[src/rtl/mghw_pkg.sv]
package mghw_pkg;

    localparam int SAMPLE_W   = 16;
    localparam int MAX_FINE   = 1024;
    localparam int POS_W      = $clog2(MAX_FINE);
    localparam int SIZE_W     = 11;
    localparam int IDX_W      = 9;
    localparam int SUM_W      = SAMPLE_W + 3;
    localparam int CFG_IDX_W  = 1;
    localparam int CFG_DATA_W = 16;
    localparam int OUT_FLD_W  = SAMPLE_W + 2 * IDX_W;
    localparam int OUT_DATA_W = ((OUT_FLD_W + 7) / 8) * 8;

    localparam logic [CFG_IDX_W-1:0] CFG_FINE_SIZE = 1'b0;
    localparam logic [CFG_IDX_W-1:0] CFG_BOUNDARY  = 1'b1;

    localparam logic [SIZE_W-1:0]          FINE_SIZE_RST = 11'd1021;
    localparam logic signed [SAMPLE_W-1:0] BOUNDARY_RST  = 16'sd16384;
    localparam logic [SIZE_W-1:0]          MIN_SIZE      = 11'd3;
    localparam logic [SIZE_W-1:0]          MAX_SIZE      = SIZE_W'(MAX_FINE);

    // position and emission flags of one fine sample
    typedef struct packed {
        logic [POS_W-1:0] col;
        logic             emit;
        logic             bnd;
        logic             last;
        logic [IDX_W-1:0] ci;
        logic [IDX_W-1:0] cj;
    } pos_info_t;

endpackage

[src/rtl/mghw_position.sv]
module mghw_position
    import mghw_pkg::*;
(
    input  logic              clk,
    input  logic              rst_n,
    input  logic [SIZE_W-1:0] fine_size,
    input  logic              advance,
    output pos_info_t         info
);

    logic [POS_W-1:0]  col_reg, col_next;
    logic [POS_W-1:0]  row_reg, row_next;
    logic [SIZE_W-1:0] n;
    logic [POS_W-1:0]  n_m1;
    logic [IDX_W-1:0]  m_m1;
    logic              col_wrap;
    logic [POS_W-1:0]  col_eff;
    logic [POS_W-1:0]  row_eff;
    logic [SIZE_W-1:0] row_tmp;
    logic [SIZE_W-1:0] col_inc;
    logic [SIZE_W-1:0] row_inc;
    logic              odd_r;
    logic              odd_c;

    always_comb
    begin
        priority if (fine_size < MIN_SIZE)
            n = MIN_SIZE;
        else if (fine_size > MAX_SIZE)
            n = MAX_SIZE;
        else
            n = fine_size;
    end

    assign n_m1 = POS_W'(n - SIZE_W'(1));
    assign m_m1 = n_m1[POS_W-1:1];

    // wrap a position left stale by a size change
    assign col_wrap = {1'b0, col_reg} >= n;
    assign col_eff  = col_wrap ? '0 : col_reg;
    assign row_tmp  = {1'b0, row_reg} + SIZE_W'(col_wrap);
    assign row_eff  = (row_tmp >= n) ? '0 : row_tmp[POS_W-1:0];

    assign odd_r = row_eff[0] || (row_eff == n_m1);
    assign odd_c = col_eff[0] || (col_eff == n_m1);

    always_comb
    begin
        info.col  = col_eff;
        info.emit = odd_r && odd_c;
        info.ci   = row_eff[POS_W-1:1];
        info.cj   = col_eff[POS_W-1:1];
        info.bnd  = (info.ci == '0) || (info.cj == '0) || (info.ci == m_m1) || (info.cj == m_m1);
        info.last = (row_eff == n_m1) && (col_eff == n_m1);
    end

    assign col_inc = {1'b0, col_eff} + SIZE_W'(1);
    assign row_inc = {1'b0, row_eff} + SIZE_W'(1);

    always_comb
    begin
        col_next = col_reg;
        row_next = row_reg;
        if (advance)
        begin
            if (col_inc >= n)
            begin
                col_next = '0;
                row_next = (row_inc >= n) ? '0 : row_inc[POS_W-1:0];
            end
            else
            begin
                col_next = col_inc[POS_W-1:0];
                row_next = row_eff;
            end
        end
    end

    always_ff @(posedge clk or negedge rst_n)
    begin
        if (!rst_n)
        begin
            col_reg <= '0;
            row_reg <= '0;
        end
        else
        begin
            col_reg <= col_next;
            row_reg <= row_next;
        end
    end

endmodule

[config.mk]
export PLATFORM = sky130hd
export DESIGN_NAME = mghw_position
export DESIGN_NICKNAME = d
export VERILOG_FILES = /design/src/rtl/mghw_pkg.sv /design/src/rtl/mghw_position.sv
export SDC_FILE = /design/constraint.sdc
export NUM_CORES = 1
export LEC_CHECK = 0
export ABC_CLOCK_PERIOD_IN_PS = 9800
export BUFFER_PORTS_ARGS = -buffer_cell sky130_fd_sc_hd__buf_4
export CAP_MARGIN = 20
export CORE_MARGIN = 1.5
export CORE_UTILIZATION = 45
export CTS_BUF_LIST = sky130_fd_sc_hd__clkbuf_4
export CTS_CLUSTER_DIAMETER = 80
export DETAILED_ROUTE_END_ITERATION = 10
export GPL_TIMING_DRIVEN = 0
export MAX_ROUTING_LAYER = met4
export PLACE_DENSITY_LB_ADDON = 0.15
export REMOVE_ABC_BUFFERS = 1
export SLEW_MARGIN = 10
export SYNTH_ARGS = -nofsm -noshare
export SYNTH_HDL_FRONTEND = slang
export SYNTH_SLANG_ARGS = --single-unit
[constraint.sdc]
create_clock -name clk -period 9.8 [get_ports clk]
set_input_delay 1.96 -clock clk [delete_from_list [all_inputs] [get_ports clk]]
set_output_delay 1.96 -clock clk [all_outputs]
set_load 0.01 [all_outputs]
Word level (Yosys, flattened, before mapping):

Index checks and enable logic that the tools add are counted.

* bits in registers: 20
* input port bits: 14
* logic and storage cells: 32
* output and inout port bits: 31

* multiplexer cells: 7
* magnitude comparators: 6
* eq/ne operators: 4
* reductions and logical operators: 9
* $add $sub $neg: 4

Operator list (number)
* $mux 10: 5
* $ge 11x11->1: 3
* $add 10x1->11 const B: 2
* $mux 11: 2
* $eq 10x10->1: 2
* $eq 9x9->1: 2
* $logic_not 9->1: 2
* $add 10x1->11: 1
* $ge 10x11->1: 1
* $gt 11x11->1 const B: 1
* $lt 11x2->1 const B: 1
* $sub 10x1->10 const B: 1
* $logic_or 1x1->1: 5
* $logic_and 1x1->1: 2

Logic depth before layout (Yosys ltp):

* depth in word-level cells: 11
* gate-level depth with buffers: 40
* gate-level depth less buffers: 36

Worst setup path after synthesis:

Ideal clock, no wire load.

* kind: in2out
* start: in fine_size[3]
* end: out info[20] (netlist bit)
* data arrival time: 7.606 ns
* path slack: 0.234 ns
* path buffers: 3
* data required time: 7.840 ns
* stages on the path: 27
* cells stage by stage: clkbuf_2 > or2_2 > nand3b_1 > nor2_1 > o21ai_0 > ha_1 > nand3_1 > a211o_1 > a311o_1 > buf_4 > clkinv_1 > buf_1 > ha_1 > nand3_1 > nor2_1 > and3_1 > xnor2_1 > inv_1 > ha_1 > nand2_1 > o21ai_0 > a31o_2 > nor3_1 > a311o_1 > mux2i_1 > a2111o_1 > a22oi_1

RTL lines
* from (decl): line mghw_position.sv:6 `input logic [SIZE_W-1:0] fine_size,`
* to (decl): line mghw_position.sv:8 `output pos_info_t info`

==> results_dict.tcl <==
set metrics [dict create \
    synth_top_cell_by_area "ha_1" \
    first_global_vias 3041 \
    drt-total-wl_mm 10.6 \
    syn_area_um2 3350 \
    synthFlopType "dfrtp_1" \
    total_power_uw 1080 \
    cp.required_ns 7.84 \
    status "finished, final reports clean" \
    cts_tree "built" \
    cts_sinks 20 \
    endpoint_kind "output pin" \
    arrival_ns 7.65 \
    powerDensity_nw_per_um2 265 \
    drive_gt1_share_pct 24.4 \
    p_leak_uw 0.00182 \
    routabilityCongestion 0.904 \
    drt_iter0_markers 270 \
    drc 0 \
    synthDistinctLibCells 69 \
    path_max_fanout 8 \
    grt_pass1_wl_mm 16.4 \
    firstDrtPassIters 5 \
    yosysSeqAreaShare_pct 15.0 \
    hold_violations 0 \
    postLayoutCellArea_um2 4070 \
    port_buffers 44 \
    fp.coreArea_um2 7210 \
    grt_start_max_net_pins 33 \
    finClkSkew_ns 0.00730 \
    critPathKind "in2out" \
    drt-vias-per-instance 6.01 \
    htree_levels 1 \
    clk_path_buf_depth 2 \
    std_cell_rows 31 \
    max_freq_mhz 104 \
    fin_nets 556 \
    hpwl_mm 7.88 \
    antenna_found_initial 0 \
    antenna_left 0 \
    min_path_type "reg2reg" \
    final_common_cell "buf_4" \
    vdd_drop_max_mv 0.124 \
    synth_enable_flop_cells 0 \
    layout_setup_ws_ns 0.191 \
    num_vias 3552 \
    drv_slew 0 \
    die_w_um 89.2 \
    layout_common_cells "buf_4, nor2_1, ha_1" \
    max_slew_margin_pct 56.0 \
    syn_area_per_cell_um2 7.39 \
    grt.overflow.total 0 \
    synthTopCellsByArea "ha_1, dfrtp_1, nor2_1" \
    dieArea_um2 7960 \
    grtUsageTotal_pct 27.7 \
    yosys_register_bits 20 \
    io_pins 45 \
    yosysWarnings 0 \
    cts_buffers 3 \
    synth_top_area_share_pct 18.0 \
    clkLatencyLatePin_ns 0.33 \
    worstMarginPinSlew_ns 0.655 \
    fin_crit_ns 9.61 \
    start_kind "input pin" \
    netlist_instances 453 \
    pre_cts_ws_ns -1.56 \
    wl_per_cell_um 18.0 \
    fin_crit_sh_pct 98.0 \
    dpl_cell_area_um2 3680 \
    antenna_cells 0 \
    path_clk_slew_ns 0.13 \
    start_util_pct 46.4 \
    ys_async_sr_fraction_pct 100 \
    setup_viol 0 \
    die_h_um 89.2 \
    cts-root-buf "clkbuf_4" \
    maxCapViolCount 0 \
    syn_to_final_growth_pct 21.5 \
]
[timing repair]
action / 4_1_cts / 5_1_grt
hold buffers: 0 / 0
gates cloned: 1 / 0
setup buffers: 5 / 11
setup endpoints to repair: 22 / 11
resized for setup: 23 / 32
hold endpoints to repair: 0 / 0
pin swaps: 2 / 7
[report_power, final]
part,internal (µW),total [µW],switching [µW]
clock network,14.4,46.2,31.8
registers,114,168,54.5
logic,376,864,489
total,504,1080,575
[worst max-delay path, cell delays in order]
cell      delay (ns)
buf_4           0.15
or2_2           0.35
nand3b_1        0.31
o21ai_1         0.22
nand2_2         0.13
ha_1            0.29
nand3_1         0.08
or2_2           0.30
a311o_2         0.45
inv_8           0.09
ha_2            0.23
ha_4            0.17
nand3_1         0.13
nor2_4          0.22
xnor2_4         0.16
inv_1           0.09
ha_1            0.31
a21oi_2         0.17
o21ai_2         0.10
a31o_2          0.27
nor2_4          0.28
nand4_1         0.17
a31o_2          0.29
a2111o_1        0.39
a22oi_1         0.17
buf_4           0.15
[metal layers]
metal,global-route usage [%],vias to the layer above,part of all wire (%)
li1,-,1717,-
met1,40.6,1695,48
met2,41.6,131,45
met3,2.31,9,5.6
met4,5.59,0,0.93
met5,-,-,0
[kinds of logic after synthesis]
group / Yosys count / share of synthesized area (%)
xor+xnor: 32 / 8.79
mux: 3 / 0.935
flops: 20 / 15.0
simple gates: 191 / 28.5
compound gates: 103 / 21.4
buf+inv: 56 / 7.48
fa+ha+maj: 48 / 18.0
[final cells by class]
type,count,area [µm²]
flip-flops and latches,20,500
fillers,729,3150
well taps,99,124
repair buffers,61,462
inverters,30,120
multi-input cells,378,2840
clock buffers,3,22.5
[cell usage after synthesis (3+ instances only)]
| cell | number |
|---|---|
| xnor2_1 | 25 |
| buf_1 | 3 |
| buf_4 | 10 |
| xor2_1 | 6 |
| nand2_1 | 35 |
| a21oi_1 | 21 |
| a31o_2 | 4 |
| a221oi_1 | 7 |
| a21o_1 | 7 |
| nand3_1 | 24 |
| o21ai_0 | 25 |
| nor2_1 | 60 |
| nor3_1 | 13 |
| ha_1 | 48 |
| nand2b_1 | 5 |
| and2_1 | 3 |
| nor4_1 | 8 |
| dfrtp_1 | 20 |
| and3_1 | 5 |
| a31oi_1 | 6 |
| nand3b_1 | 3 |
| nor2b_1 | 7 |
| inv_1 | 28 |
| or3_1 | 4 |
| nand4_1 | 7 |
| clkbuf_1 | 11 |
| or2_2 | 4 |
[through the flow]
stage          instances  utilization [%]  hold slack, ns  TNS (ns)
2_1_floorplan        427                -           0.494         0
3_3_place_gp         570             50.8           0.514    -21.73
3_5_place_dp         571             51.0           0.532    -22.53
4_1_cts              580             53.4           0.563         0
5_1_grt              591             56.3           0.589   -0.0222
6_report             591             56.3           0.577         0
[final timing paths]
check / start / to / slack, ns / cells past startpoint
setup / recovery: fine_size[3] / info[20] / 0.19 / 26
hold / removal: row_reg[0] / row_reg[0] / 0.58 / 2
setup reg to reg: col_reg[7] / row_reg[3] / 2.69 / 30
hold reg to reg: row_reg[0] / row_reg[0] / 0.58 / 2
max in group asynchronous: rst_n / row_reg[0] / 8.06 / 1
min in group asynchronous: rst_n / col_reg[7] / 1.50 / 1
No activity file was read; power rests on OpenSTA's default activity.
