$ cat src/rtl/mghw_pkg.sv
package mghw_pkg;

    localparam int SAMPLE_W   = 16;
    localparam int MAX_FINE   = 1024;
    localparam int POS_W      = $clog2(MAX_FINE);
    localparam int SIZE_W     = 11;
    localparam int IDX_W      = 9;
    localparam int SUM_W      = SAMPLE_W + 3;
    localparam int CFG_IDX_W  = 1;
    localparam int CFG_DATA_W = 16;
    localparam int OUT_FLD_W  = SAMPLE_W + 2 * IDX_W;
    localparam int OUT_DATA_W = ((OUT_FLD_W + 7) / 8) * 8;

    localparam logic [CFG_IDX_W-1:0] CFG_FINE_SIZE = 1'b0;
    localparam logic [CFG_IDX_W-1:0] CFG_BOUNDARY  = 1'b1;

    localparam logic [SIZE_W-1:0]          FINE_SIZE_RST = 11'd1021;
    localparam logic signed [SAMPLE_W-1:0] BOUNDARY_RST  = 16'sd16384;
    localparam logic [SIZE_W-1:0]          MIN_SIZE      = 11'd3;
    localparam logic [SIZE_W-1:0]          MAX_SIZE      = SIZE_W'(MAX_FINE);

    // position and emission flags of one fine sample
    typedef struct packed {
        logic [POS_W-1:0] col;
        logic             emit;
        logic             bnd;
        logic             last;
        logic [IDX_W-1:0] ci;
        logic [IDX_W-1:0] cj;
    } pos_info_t;

endpackage

$ cat src/rtl/mghw_stencil.sv
module mghw_stencil
    import mghw_pkg::*;
(
    input  logic                       clk,
    input  logic                       rst_n,
    input  logic                       accept,
    input  logic signed [SAMPLE_W-1:0] sample,
    input  pos_info_t                  info,
    output logic                       ready,
    input  logic signed [SAMPLE_W-1:0] mid,
    input  logic signed [SAMPLE_W-1:0] up,
    input  logic signed [SAMPLE_W-1:0] boundary_value,
    output logic                       wr_en,
    output logic [POS_W-1:0]           wr_addr,
    output logic signed [SAMPLE_W-1:0] wr_one_back,
    output logic signed [SAMPLE_W-1:0] wr_two_back,
    output logic                       out_valid,
    input  logic                       out_ready,
    output logic signed [SAMPLE_W-1:0] out_value,
    output logic [IDX_W-1:0]           out_row,
    output logic [IDX_W-1:0]           out_col,
    output logic                       out_last
);

    logic                       s1_valid_reg;
    logic signed [SAMPLE_W-1:0] s1_x_reg;
    pos_info_t                  s1_info_reg;
    logic signed [SAMPLE_W-1:0] pt0_reg;
    logic signed [SAMPLE_W-1:0] pt1_reg;
    logic signed [SAMPLE_W-1:0] up_tap_reg;
    logic signed [SAMPLE_W-1:0] cur_tap_reg;
    logic                       out_valid_reg;
    logic signed [SAMPLE_W-1:0] out_value_reg;
    logic [IDX_W-1:0]           out_row_reg;
    logic [IDX_W-1:0]           out_col_reg;
    logic                       out_last_reg;
    logic                       s1_adv;
    logic signed [SUM_W-1:0]    sum;
    logic signed [SAMPLE_W-1:0] value_next;

    assign s1_adv = s1_valid_reg && (!out_valid_reg || out_ready);
    assign ready  = !s1_valid_reg || s1_adv;

    assign sum = (SUM_W'(pt1_reg) <<< 2) + SUM_W'(up_tap_reg) + SUM_W'(cur_tap_reg)
               + SUM_W'(pt0_reg) + SUM_W'(mid);

    // drop three low bits: floor division by eight
    assign value_next = s1_info_reg.bnd ? boundary_value : sum[SUM_W-1:3];

    always_ff @(posedge clk or negedge rst_n)
    begin
        if (!rst_n)
        begin
            s1_valid_reg <= 1'b0;
        end
        else if (accept)
        begin
            s1_valid_reg <= 1'b1;
        end
        else if (s1_adv)
        begin
            s1_valid_reg <= 1'b0;
        end
    end

    always_ff @(posedge clk)
    begin
        if (accept)
        begin
            s1_x_reg    <= sample;
            s1_info_reg <= info;
        end
    end

    // advance the stencil window
    always_ff @(posedge clk or negedge rst_n)
    begin
        if (!rst_n)
        begin
            pt0_reg     <= '0;
            pt1_reg     <= '0;
            up_tap_reg  <= '0;
            cur_tap_reg <= '0;
        end
        else if (s1_adv)
        begin
            pt0_reg     <= pt1_reg;
            pt1_reg     <= mid;
            up_tap_reg  <= up;
            cur_tap_reg <= s1_x_reg;
        end
    end

    always_ff @(posedge clk or negedge rst_n)
    begin
        if (!rst_n)
        begin
            out_valid_reg <= 1'b0;
        end
        else if (s1_adv && s1_info_reg.emit)
        begin
            out_valid_reg <= 1'b1;
        end
        else if (out_ready)
        begin
            out_valid_reg <= 1'b0;
        end
    end

    always_ff @(posedge clk)
    begin
        if (s1_adv && s1_info_reg.emit)
        begin
            out_value_reg <= value_next;
            out_row_reg   <= s1_info_reg.ci;
            out_col_reg   <= s1_info_reg.cj;
            out_last_reg  <= s1_info_reg.last;
        end
    end

    assign wr_en       = s1_adv;
    assign wr_addr     = s1_info_reg.col;
    assign wr_one_back = s1_x_reg;
    assign wr_two_back = mid;

    assign out_valid = out_valid_reg;
    assign out_value = out_value_reg;
    assign out_row   = out_row_reg;
    assign out_col   = out_col_reg;
    assign out_last  = out_last_reg;

endmodule

$ cat config.mk
export PLATFORM = sky130hd
export DESIGN_NAME = mghw_stencil
export DESIGN_NICKNAME = d
export VERILOG_FILES = /design/src/rtl/mghw_pkg.sv /design/src/rtl/mghw_stencil.sv
export SDC_FILE = /design/constraint.sdc
export NUM_CORES = 1
export LEC_CHECK = 0
export BUFFER_PORTS_ARGS = -buffer_cell sky130_fd_sc_hd__buf_2
export CAP_MARGIN = 20
export CORE_MARGIN = 3
export CORE_UTILIZATION = 40
export DETAILED_ROUTE_END_ITERATION = 8
export PLACE_DENSITY_LB_ADDON = 0.05
export SYNTH_ARGS = -nofsm -noshare
export SYNTH_HDL_FRONTEND = slang
export SYNTH_SLANG_ARGS = --single-unit
$ cat constraint.sdc
create_clock -name clk -period 6.4 [get_ports clk]
set_input_delay 1.28 -clock clk [delete_from_list [all_inputs] [get_ports clk]]
set_output_delay 1.28 -clock clk [all_outputs]
set_load 0.02 [all_outputs]
Word level (Yosys, flattened, before mapping)
Cells that the tools add are included.

word-level totals
  bits in registers = 148
  output and inout port bits = 80

operators by class
  add/sub/neg operators = 4
  multiplexer cells = 5
  reduce and logical (&&, ||, !) cells = 8

operators with widths
  operator                                   count
  19-bit by 16-bit adder with 19-bit output  3
  18-bit by 16-bit adder with 19-bit output  1
  16-bit two-way mux                         1
  1-bit two-way mux                          4
  2-bit nonzero test                         2
  1-bit logical AND                          2
  1-bit logical NOT                          2
  1-bit logical OR                           2

Longest topological paths before layout
Gate-level depths: netlist (run 1).

  depth after elaboration = 5
  gate-level depth with buffers = 14

Least setup slack after synthesis (run 1)
OpenSTA, ideal clock, no wires.

  path type = input port to flip-flop
  from = input mid[8]
  to = register out_value_reg[12] (netlist: out_value[12]) (data pin)
  data arrival time = 4.457 ns
  data required time = 6.140 ns
  setup slack = 1.683 ns
  stages = 14
  path buffers = 0
  cells stage by stage = inv_1 > fa_1 > inv_1 > fa_1 > inv_1 > fa_1 > inv_1 > ha_1 > a2111oi_4 > o21ai_2 > a22oi_4 > o221ai_2 > xor2_1 > mux2_4

between the ends
  word-level cells in the longest chain between the ends = 2

ends and longest elaborated chain
  what                                       line                 source
  from (decl)                                mghw_stencil.sv:10   input logic signed [SAMPLE_W-1:0] mid,
  19-bit by 16-bit adder with 19-bit output  mghw_stencil.sv:45   + SUM_W'(pt0_reg) + SUM_W'(mid);
  16-bit two-way mux                         mghw_stencil.sv:48   assign value_next = s1_info_reg.bnd ? boundary_value : sum[SUM_W-1:3];
  via value_next[12]                         mghw_stencil.sv:39   logic signed [SAMPLE_W-1:0] value_next;
  to (signal assigned)                       mghw_stencil.sv:114  out_value_reg <= value_next;
  to (decl)                                  mghw_stencil.sv:33   logic signed [SAMPLE_W-1:0] out_value_reg;

The timed path passes the listed nets, and every way through them passes these cells.
A chain may end at the register's enable or synchronous reset.

Worst setup path in the final report (run 1)
  from = input mid[4]
  to = register out_value_reg[6] (netlist: out_value[6]) (data pin)

The elaborated chain is that of the path after synthesis.

==> impl_metrics.json, run 1 <==
{
  "status": "finished clean",
  "r2r_end": "out_value[6]",
  "path_clk_slew_ns": 0.07,
  "tritoncts": "built",
  "cp-start-kind": "input port",
  "clock_skew_ns": 0.0141,
  "ir_drop_uv": 207,
  "max-cap-violations": 0,
  "postRouteAntennaNets": 0,
  "vias_per_cell": 4.52,
  "multi_input_area_sq_um": 2660,
  "yosysWarnings": 0,
  "hold_path_end": "out_row[2]",
  "final_core_utilization": 0.496,
  "tightestPinTransition_ns": 1.02,
  "seqCellArea_sq_um": 4110,
  "syn_area_sq_um": 7600,
  "drt_first_pass_iters": 7,
  "postCtsSetupRepairBufs": 0,
  "hold_viol_final": 0,
  "arrival_ns": 4.77,
  "ctsHoldBuffers": 0,
  "r2r_setup_slack_ns": 2.42,
  "yosysSeqAreaShare": 0.541,
  "antenna_found_initial": 0,
  "p_total_mw": 4.88,
  "grt_overflow": 0,
  "rows": 49,
  "critPathMaxFanout": 5,
  "synth_edf_count": 82,
  "drcViolationCount": 0,
  "worst_setup_path_end_kind": "flop",
  "place_congestion": 0.856,
  "grt_pass1_wl_microns": 25700,
  "cts_resized": 0,
  "fin_crit_sh": 0.726,
  "power_leakage_nw": 4.47,
  "grt_start_max_net_pins": 110,
  "wl_per_cell_microns": 14.8,
  "pre_cts_ws_ns": 1.33,
  "ys_top_cells_by_area": "edfxtp_1, dfrtp_1, fa_1",
  "die_x_microns": 144,
  "die_area_sq_um": 20700,
  "largest_reg_flops": 21,
  "max_freq_mhz": 215,
  "slowest_stage": "fa_1",
  "post_synth.cell_area_avg_sq_um": 11.2,
  "nNetsFinal": 1001,
  "worstSetupPathType": "input port to flop",
  "setup_slack_ns": 1.76,
  "synthesis.nets": 843,
  "core_sq_um": 18300,
  "cts.htree.levels": 4,
  "ys_seq_elements": 148,
  "relSlewSlack": 0.315,
  "rsz0062_at_grt": "no",
  "diodes": 0,
  "min_from": "s1_info_reg[11]",
  "grt_usage": 0.160,
  "vias": 4868,
  "syn_to_final_growth_pct": 19.6,
  "cts-root-buf": "clkbuf_16",
  "crit_required_ns": 6.53,
  "grt_pass1_vias": 5146,
  "ys_types": 44,
  "clock_path_buffers": 2,
  "worstSetupStartpoint": "mid[4]",
  "portBuffers": 178,
  "start_util": 0.415,
  "drt-initial-drc-count": 207,
  "p_per_area_nw_per_um2": 536,
  "cts.sinks": 148,
  "worstHoldPathCells": 0,
  "r2r_cells": 14,
  "ys.flop_type": "edfxtp_1",
  "cpMostUsedCell": "inv_1",
  "setup_viol": 0,
  "postSynthCellCount": 677,
  "ys_async_sr_fraction": 0.446,
  "rr_startpoint": "pt1_reg[1]",
  "clk_latency_ns": 0.42,
  "placed_area_sq_um": 8550,
  "synth_top_area_cell": "edfxtp_1",
  "ios": 179,
  "final_cell_area_sq_um": 9100,
  "finalSetupTns_ns": 0,
  "path_cells": "buf_2 > inv_1 > fa_1 > inv_1 > fa_1 > inv_1 > fa_1 > inv_1 > ha_1 > a21o_2 > a22o_4 > o21ai_0 > o21ai_0 > xnor2_1 > o21ai_0",
  "fillCellCount": 1699,
  "fp.dieH_microns": 144,
  "drive_above_1_share": 0.268,
  "yosys.area.top_type_share": 0.324,
  "post-route-min-period_ns": 4.64,
  "maxSlewViolCount": 0,
  "slowest_delay_ns": 0.52,
  "hold_class": "flop to flop",
  "cts_made_buffers": 17,
  "dp_hpwl_microns": 12100,
  "wl_microns": 16000
}
==> Yosys cell counts, types with 2 or more instances <==
cell	n
a21oi_1	12
a31oi_1	2
xor2_1	6
buf_1	2
nand2_1	117
nand2b_1	3
fa_1	52
inv_1	152
xnor2_1	12
o21ai_0	71
nor2_1	9
ha_1	15
a21o_1	6
dfrtp_1	66
edfxtp_1	82
o21a_1	2
buf_4	26
clkbuf_1	14
nand4_1	3
==> power breakdown <==
| group | internal (mW) | switching (mW) | leakage [nW] |
|---|---|---|---|
| combinational | 1.11 | 1.56 | 2.62 |
| clock | 0.505 | 0.418 | 0.252 |
| sequential | 1.22 | 0.0640 | 1.60 |
==> how the worst max path moves through the flow <==
| stage | to | slack, ns | depth (start not counted) |
|---|---|---|---|
| after CTS | out_value[12] | 1.77 | 15 |
| after global placement | out_value[15] | 1.39 | 15 |
| after global routing | out_value[15] | 1.52 | 15 |
| after floorplan | out_value[12] | 1.68 | 14 |
| final | out_value[6] | 1.76 | 15 |
| after detailed placement | out_value[6] | 1.33 | 15 |
==> layout make-up <==
type	count	area share
sequential	148	0.452
multi-input combinational	334	0.292
timing repair buffer	182	0.101
inverter	152	0.0627
clock buffer	18	0.0472
tap	229	0.0315
clock inverter	14	0.0131
==> cells in the final DEF, fill, tap and decap left out, types with 2 or more instances in the layout <==
cell type	synthesis	routed
nand2b_1	3	3
clkinv_4	0	3
nor2_1	9	8
a31oi_1	2	2
clkbuf_16	0	17
ha_1	15	15
o21a_1	2	2
edfxtp_1	82	82
fa_1	52	52
a21oi_1	12	12
o21ai_0	71	71
clkinvlp_4	0	5
inv_6	0	5
nand4_1	3	3
nand2_1	117	117
xnor2_1	12	12
xor2_1	6	6
inv_1	152	151
buf_4	26	4
a21o_1	6	6
dfrtp_1	66	66
buf_2	0	178
==> per-layer routing <==
layer	GRT usage	vias up	wire length (microns)
met5	0	-	0
met2	0.242	135	6980
li1	-	2412	-
met4	0.0550	0	223
met3	0.0343	14	858
met1	0.232	2307	7900
==> kinds of logic after synthesis <==
logic type                 count (synthesis)  share of synthesized area
adders and majority gates                 67                      0.162
buffers and inverters                    195                      0.110
DFF                                      148                      0.541
xor gates and xnor gates                  18                     0.0207
and+or+nand+nor                          141                     0.0778
muxes                                      3                    0.00477
AOI/OAI and AO/OA                        105                     0.0836
==> per-stage QoR <==
step           instances  hold WS [ns]
4_1_cts             1077         0.413
3_3_place_gp        1045         0.401
5_1_grt             1077         0.415
2_1_floorplan        677         0.400
6_report            1077         0.414
3_5_place_dp        1045         0.405
==> worst max-delay path, delay by kind of cell <==
kind	cells	cell delay [ns]
fa+ha+maj	4	1.86
compound gates	5	1.07
xor+xnor	1	0.23
buf+inv	5	0.32
Note: power is estimated with default switching activity, not from simulation.
==> inputs of run 2 (changes only) <==
==> constraint.sdc (replaced) <==
create_clock -name clk -period 4.45 [get_ports clk]
set_input_delay 0.89 -clock clk [delete_from_list [all_inputs] [get_ports clk]]
set_output_delay 0.89 -clock clk [all_outputs]
set_load 0.02 [all_outputs]
==> impl_metrics.json, run 2 (synthesis gave the netlist of run 1 again) <==
{
  "seqCellArea_sq_um": 4110,
  "clock_skew_ns": 0.0152,
  "relSlewSlack": 0.312,
  "wl_microns": 15700,
  "fp.dieH_microns": 144,
  "postRouteAntennaNets": 0,
  "drt-met1-wl_microns": 7930,
  "pre_cts_ws_ns": -0.125,
  "ir_drop_uv": 437,
  "wl_met3_microns": 898,
  "fin_crit_sh": 0.927,
  "grt_pass1_vias": 5109,
  "clk_latency_ns": 0.43,
  "vias_per_cell": 4.45,
  "path_clk_slew_ns": 0.07,
  "final_cells": 1099,
  "setup_viol": 0,
  "grt_overflow": 0,
  "drcViolationCount": 0,
  "cts_made_buffers": 17,
  "vias": 4894,
  "rsz0062_at_grt": "no",
  "grt_pass1_wl_microns": 25400,
  "diodes": 0,
  "path_cells": "buf_2 > inv_1 > fa_1 > inv_1 > fa_1 > inv_1 > fa_1 > inv_1 > ha_1 > a21o_2 > a22o_4 > a22oi_4 > o221ai_2 > xor2_1 > mux2_4",
  "worstSetupStartpoint": "mid[4]",
  "dp_hpwl_microns": 12000,
  "tightestPinTransition_ns": 1.03,
  "arrival_ns": 4.29,
  "drive_above_1_share": 0.286,
  "nNetsFinal": 1023,
  "core_sq_um": 18300,
  "place_inst": 1067,
  "cp-start-kind": "input port",
  "cts.htree.levels": 4,
  "die_area_sq_um": 20700,
  "timing.hold.ws_ns": 0.416,
  "slowest_stage": "fa_1",
  "ctsHoldBuffers": 0,
  "wl_per_cell_microns": 14.3,
  "hold_class": "flop to flop",
  "largest_reg_flops": 21,
  "drt-initial-drc-count": 215,
  "clock_path_buffers": 2,
  "final_common_cell": "buf_2",
  "power_leakage_nw": 4.60,
  "rows": 49,
  "top_layer_used": "met4",
  "critPathMaxFanout": 4,
  "portBuffers": 178,
  "max-cap-violations": 0,
  "cts-root-buf": "clkbuf_16",
  "max_freq_mhz": 242,
  "worst_setup_path_end_kind": "flop",
  "cts.sinks": 148,
  "multi_input_area_sq_um": 2660,
  "postCtsSetupRepairBufs": 0,
  "rr_startpoint": "pt1_reg[6]",
  "hold_viol_final": 0,
  "start_util": 0.415,
  "setup_slack_ns": 0.326,
  "syn_to_final_growth_pct": 22.1,
  "grt_usage": 0.158,
  "min_from": "s1_info_reg[0]",
  "slowest_delay_ns": 0.53,
  "antenna_found_initial": 0,
  "wl_met2_microns": 6700,
  "status": "finished clean",
  "ios": 179,
  "post-route-min-period_ns": 4.12,
  "place_congestion": 0.788,
  "tritoncts": "built",
  "crit_required_ns": 4.62,
  "cpMostUsedCell": "inv_1",
  "drt_first_pass_iters": 4,
  "final_cell_mix": "buf_2, inv_1, nand2_1",
  "p_per_area_nw_per_um2": 798,
  "cts_resized": 0,
  "maxSlewViolCount": 0,
  "p_total_mw": 7.41,
  "worstSetupPathType": "input port to flop",
  "grt_start_max_net_pins": 110,
  "die_x_microns": 144,
  "fillCellCount": 1727
}
[run 2: critical path, delay by kind of cell]
family | cells | cell delay [ns]
xor+xnor | 1 | 0.15
fa+ha+maj | 4 | 1.85
buf+inv | 5 | 0.31
compound gates | 4 | 0.81
mux | 1 | 0.27
[run 2: area by class of cell]
class | count | share of cell area
tap | 229 | 0.0309
clock buffer | 18 | 0.0462
multi-input combinational | 334 | 0.286
sequential | 148 | 0.443
clock inverter | 14 | 0.0151
timing repair buffer | 204 | 0.117
inverter | 152 | 0.0615
[run 2: worst paths after layout]
| check | endpoint | slack (ns) | cells past startpoint |
|---|---|---|---|
| hold / removal | out_col[0] | 0.42 | 0 |
| min in group asynchronous | up_tap_reg[1] | 0.52 | 1 |
| hold reg to reg | out_col[0] | 0.42 | 0 |
| setup / recovery | out_value[12] | 0.33 | 15 |
| max in group asynchronous | pt1_reg[4] | 2.95 | 2 |
| setup reg to reg | out_value[12] | 0.59 | 14 |
[run 2: report_power, final]
group | leakage [nW] | switching, mW | internal, mW
Clock | 0.272 | 0.630 | 0.742
Combinational | 2.73 | 2.29 | 1.89
Sequential | 1.60 | 0.0908 | 1.76
[run 2: layer usage]
| metal | vias up | track usage |
|---|---|---|
| met2 | 134 | 0.229 |
| met4 | 0 | 0.0461 |
| met1 | 2288 | 0.235 |
| met3 | 12 | 0.0426 |
| met5 | - | 0 |
| li1 | 2460 | - |
[run 2: stage by stage]
stage | TNS [ns] | area (sq um) | utilization
final | 0 | 9280 | 0.506
after global routing | 0 | 9280 | 0.506
after CTS | 0 | 9280 | 0.506
after detailed placement | -0.481 | 8710 | 0.475
after global placement | -0.248 | 8710 | 0.475
after floorplan | 0 | 7600 | -
==> inputs of run 3 (changes only) <==
--- a/config.mk
+++ b/config.mk
@@ -8,7 +8,7 @@
 export BUFFER_PORTS_ARGS = -buffer_cell sky130_fd_sc_hd__buf_2
 export CAP_MARGIN = 20
 export CORE_MARGIN = 3
-export CORE_UTILIZATION = 40
+export CORE_UTILIZATION = 45
 export DETAILED_ROUTE_END_ITERATION = 8
 export PLACE_DENSITY_LB_ADDON = 0.05
 export SYNTH_ARGS = -nofsm -noshare
==> impl_metrics.json, run 3 (synthesis gave the netlist of run 1 again) <==
{
  "fillCellCount": 1481,
  "maxSlewViolCount": 0,
  "antenna_found_initial": 0,
  "place_inst": 1055,
  "worstSetupPathType": "input port to flop",
  "wl_microns": 15500,
  "final_cells": 1087,
  "vias": 5031,
  "cts_resized": 0,
  "crit_required_ns": 4.61,
  "tritoncts": "built",
  "cts.sinks": 148,
  "p_per_area_nw_per_um2": 798,
  "wl_per_cell_microns": 14.3,
  "cpMostUsedCell": "inv_1",
  "slowest_delay_ns": 0.53,
  "fp.dieH_microns": 136,
  "cts_made_buffers": 17,
  "finalSetupTns_ns": 0,
  "clock_path_buffers": 2,
  "final_common_cell": "buf_2",
  "cp_top_family": "adder cells",
  "hold_class": "input port to asynchronous set/reset pin",
  "diodes": 0,
  "r2r_end": "out_value[12]",
  "core_sq_um": 16200,
  "die_x_microns": 136,
  "pre_cts_ws_ns": -0.100,
  "die_area_sq_um": 18500,
  "rows": 46,
  "ctsHoldBuffers": 0,
  "placed_area_sq_um": 8710,
  "path_cells": "buf_2 > inv_1 > fa_1 > inv_1 > fa_1 > inv_1 > fa_1 > inv_1 > ha_1 > a21o_2 > a22o_4 > a22oi_4 > o221ai_2 > xor2_1 > mux2_4",
  "status": "finished clean",
  "vias_per_cell": 4.63,
  "tightestPinTransition_ns": 1.04,
  "post-route-min-period_ns": 4.11,
  "grt_pass1_wl_microns": 25100,
  "rr_startpoint": "pt1_reg[2]",
  "setup_viol": 0,
  "ir_drop_uv": 625,
  "place_congestion": 0.815,
  "syn_to_final_growth_pct": 22.2,
  "nNetsFinal": 1025,
  "drt-initial-drc-count": 231,
  "final_cell_area_sq_um": 9290,
  "slowest_stage": "fa_1",
  "portBuffers": 178,
  "final_cell_mix": "buf_2, inv_1, nand2_1",
  "max-cap-violations": 0,
  "postCtsSetupRepairBufs": 0,
  "grt_pass1_vias": 5290,
  "largest_reg_flops": 21,
  "r2r_setup_slack_ns": 0.59,
  "drt_first_pass_iters": 6,
  "dp_hpwl_microns": 11800,
  "relSlewSlack": 0.308,
  "drcViolationCount": 0,
  "drive_above_1_share": 0.284,
  "cts-root-buf": "clkbuf_16",
  "grt_overflow": 0,
  "setup_slack_ns": 0.341,
  "power_leakage_nw": 4.61,
  "ios": 179,
  "clock_skew_ns": 0.00768,
  "grt_start_max_net_pins": 110,
  "fin_crit_sh": 0.923,
  "max_freq_mhz": 243,
  "postRouteAntennaNets": 0,
  "hold_viol_final": 0,
  "cp-start-kind": "input port",
  "critPathMaxFanout": 5,
  "cts.htree.levels": 4,
  "clk_latency_ns": 0.42,
  "rsz0062_at_grt": "no",
  "path_clk_slew_ns": 0.06,
  "worst_setup_path_end_kind": "flop",
  "cp.buffers_inverters": 5,
  "arrival_ns": 4.27,
  "start_util": 0.468,
  "r2r_cells": 14,
  "final_core_utilization": 0.572,
  "grt_usage": 0.177
}
==> run 3: changes by cell type in the layout (fill, tap and decap cells not counted) <==
cell	delta
clkinv_2	+1
inv_6	-3
inv_8	-2
clkinv_1	+1
clkbuf_1	+2
buf_12	+1
bufinv_16	+2
buf_4	+1
clkinv_8	-2
==> run 3: report_power, final <==
group	internal (mW)	leakage, nW	switching (mW)
Sequential	1.76	1.60	0.0947
Combinational	1.91	2.74	2.26
Clock	0.826	0.269	0.562
==> run 3: area by class of cell <==
cell class                      instances  area (sq um)  area share
Sequential cell                       148          4110       0.443
Multi-Input combinational cell        334          2660       0.286
Timing Repair Buffer                  206          1110       0.120
Inverter                              152           571      0.0614
Clock buffer                           20           437      0.0470
Tap cell                              216           270      0.0291
Clock inverter                         11           128      0.0137
==> run 3: worst register-to-register path, stage by stage, from the launching register on <==
cell	delay (ns)
dfrtp_1	0.35
inv_1	0.07
fa_1	0.48
inv_1	0.06
fa_1	0.51
inv_1	0.07
fa_1	0.50
inv_1	0.04
ha_1	0.34
a21o_2	0.21
a22o_4	0.27
a22oi_4	0.17
o221ai_2	0.13
xor2_1	0.15
mux2_4	0.25
==> run 3: through the flow <==
step / hold WS [ns] / power (mW)
3_5_place_dp: 0.405 / 6.12
2_1_floorplan: 0.400 / 4.80
5_1_grt: 0.417 / 8.11
4_1_cts: 0.406 / 7.55
6_report: 0.406 / 7.41
3_3_place_gp: 0.400 / 6.05
==> run 3: how the worst max path moves through the flow <==
stage,to,slack (ns),depth (start not counted),startpoint
floorplan,out_value[12],0.12,14,mid[8]
global placement,out_value[12],-0.06,15,mid[4]
detailed placement,out_value[15],-0.10,15,mid[2]
CTS,out_value[12],0.33,15,mid[4]
global route,out_value[15],0.13,15,mid[2]
finish,out_value[12],0.34,15,mid[4]
==> run 3: per-layer routing <==
layer  up-vias  global-route usage  routed length (microns)
met2       114               0.325                     8430
met1      2441               0.205                     6190
met3        12              0.0466                      756
met4         0              0.0454                      138
li1       2464                   -                        -
met5         -                   0                        0
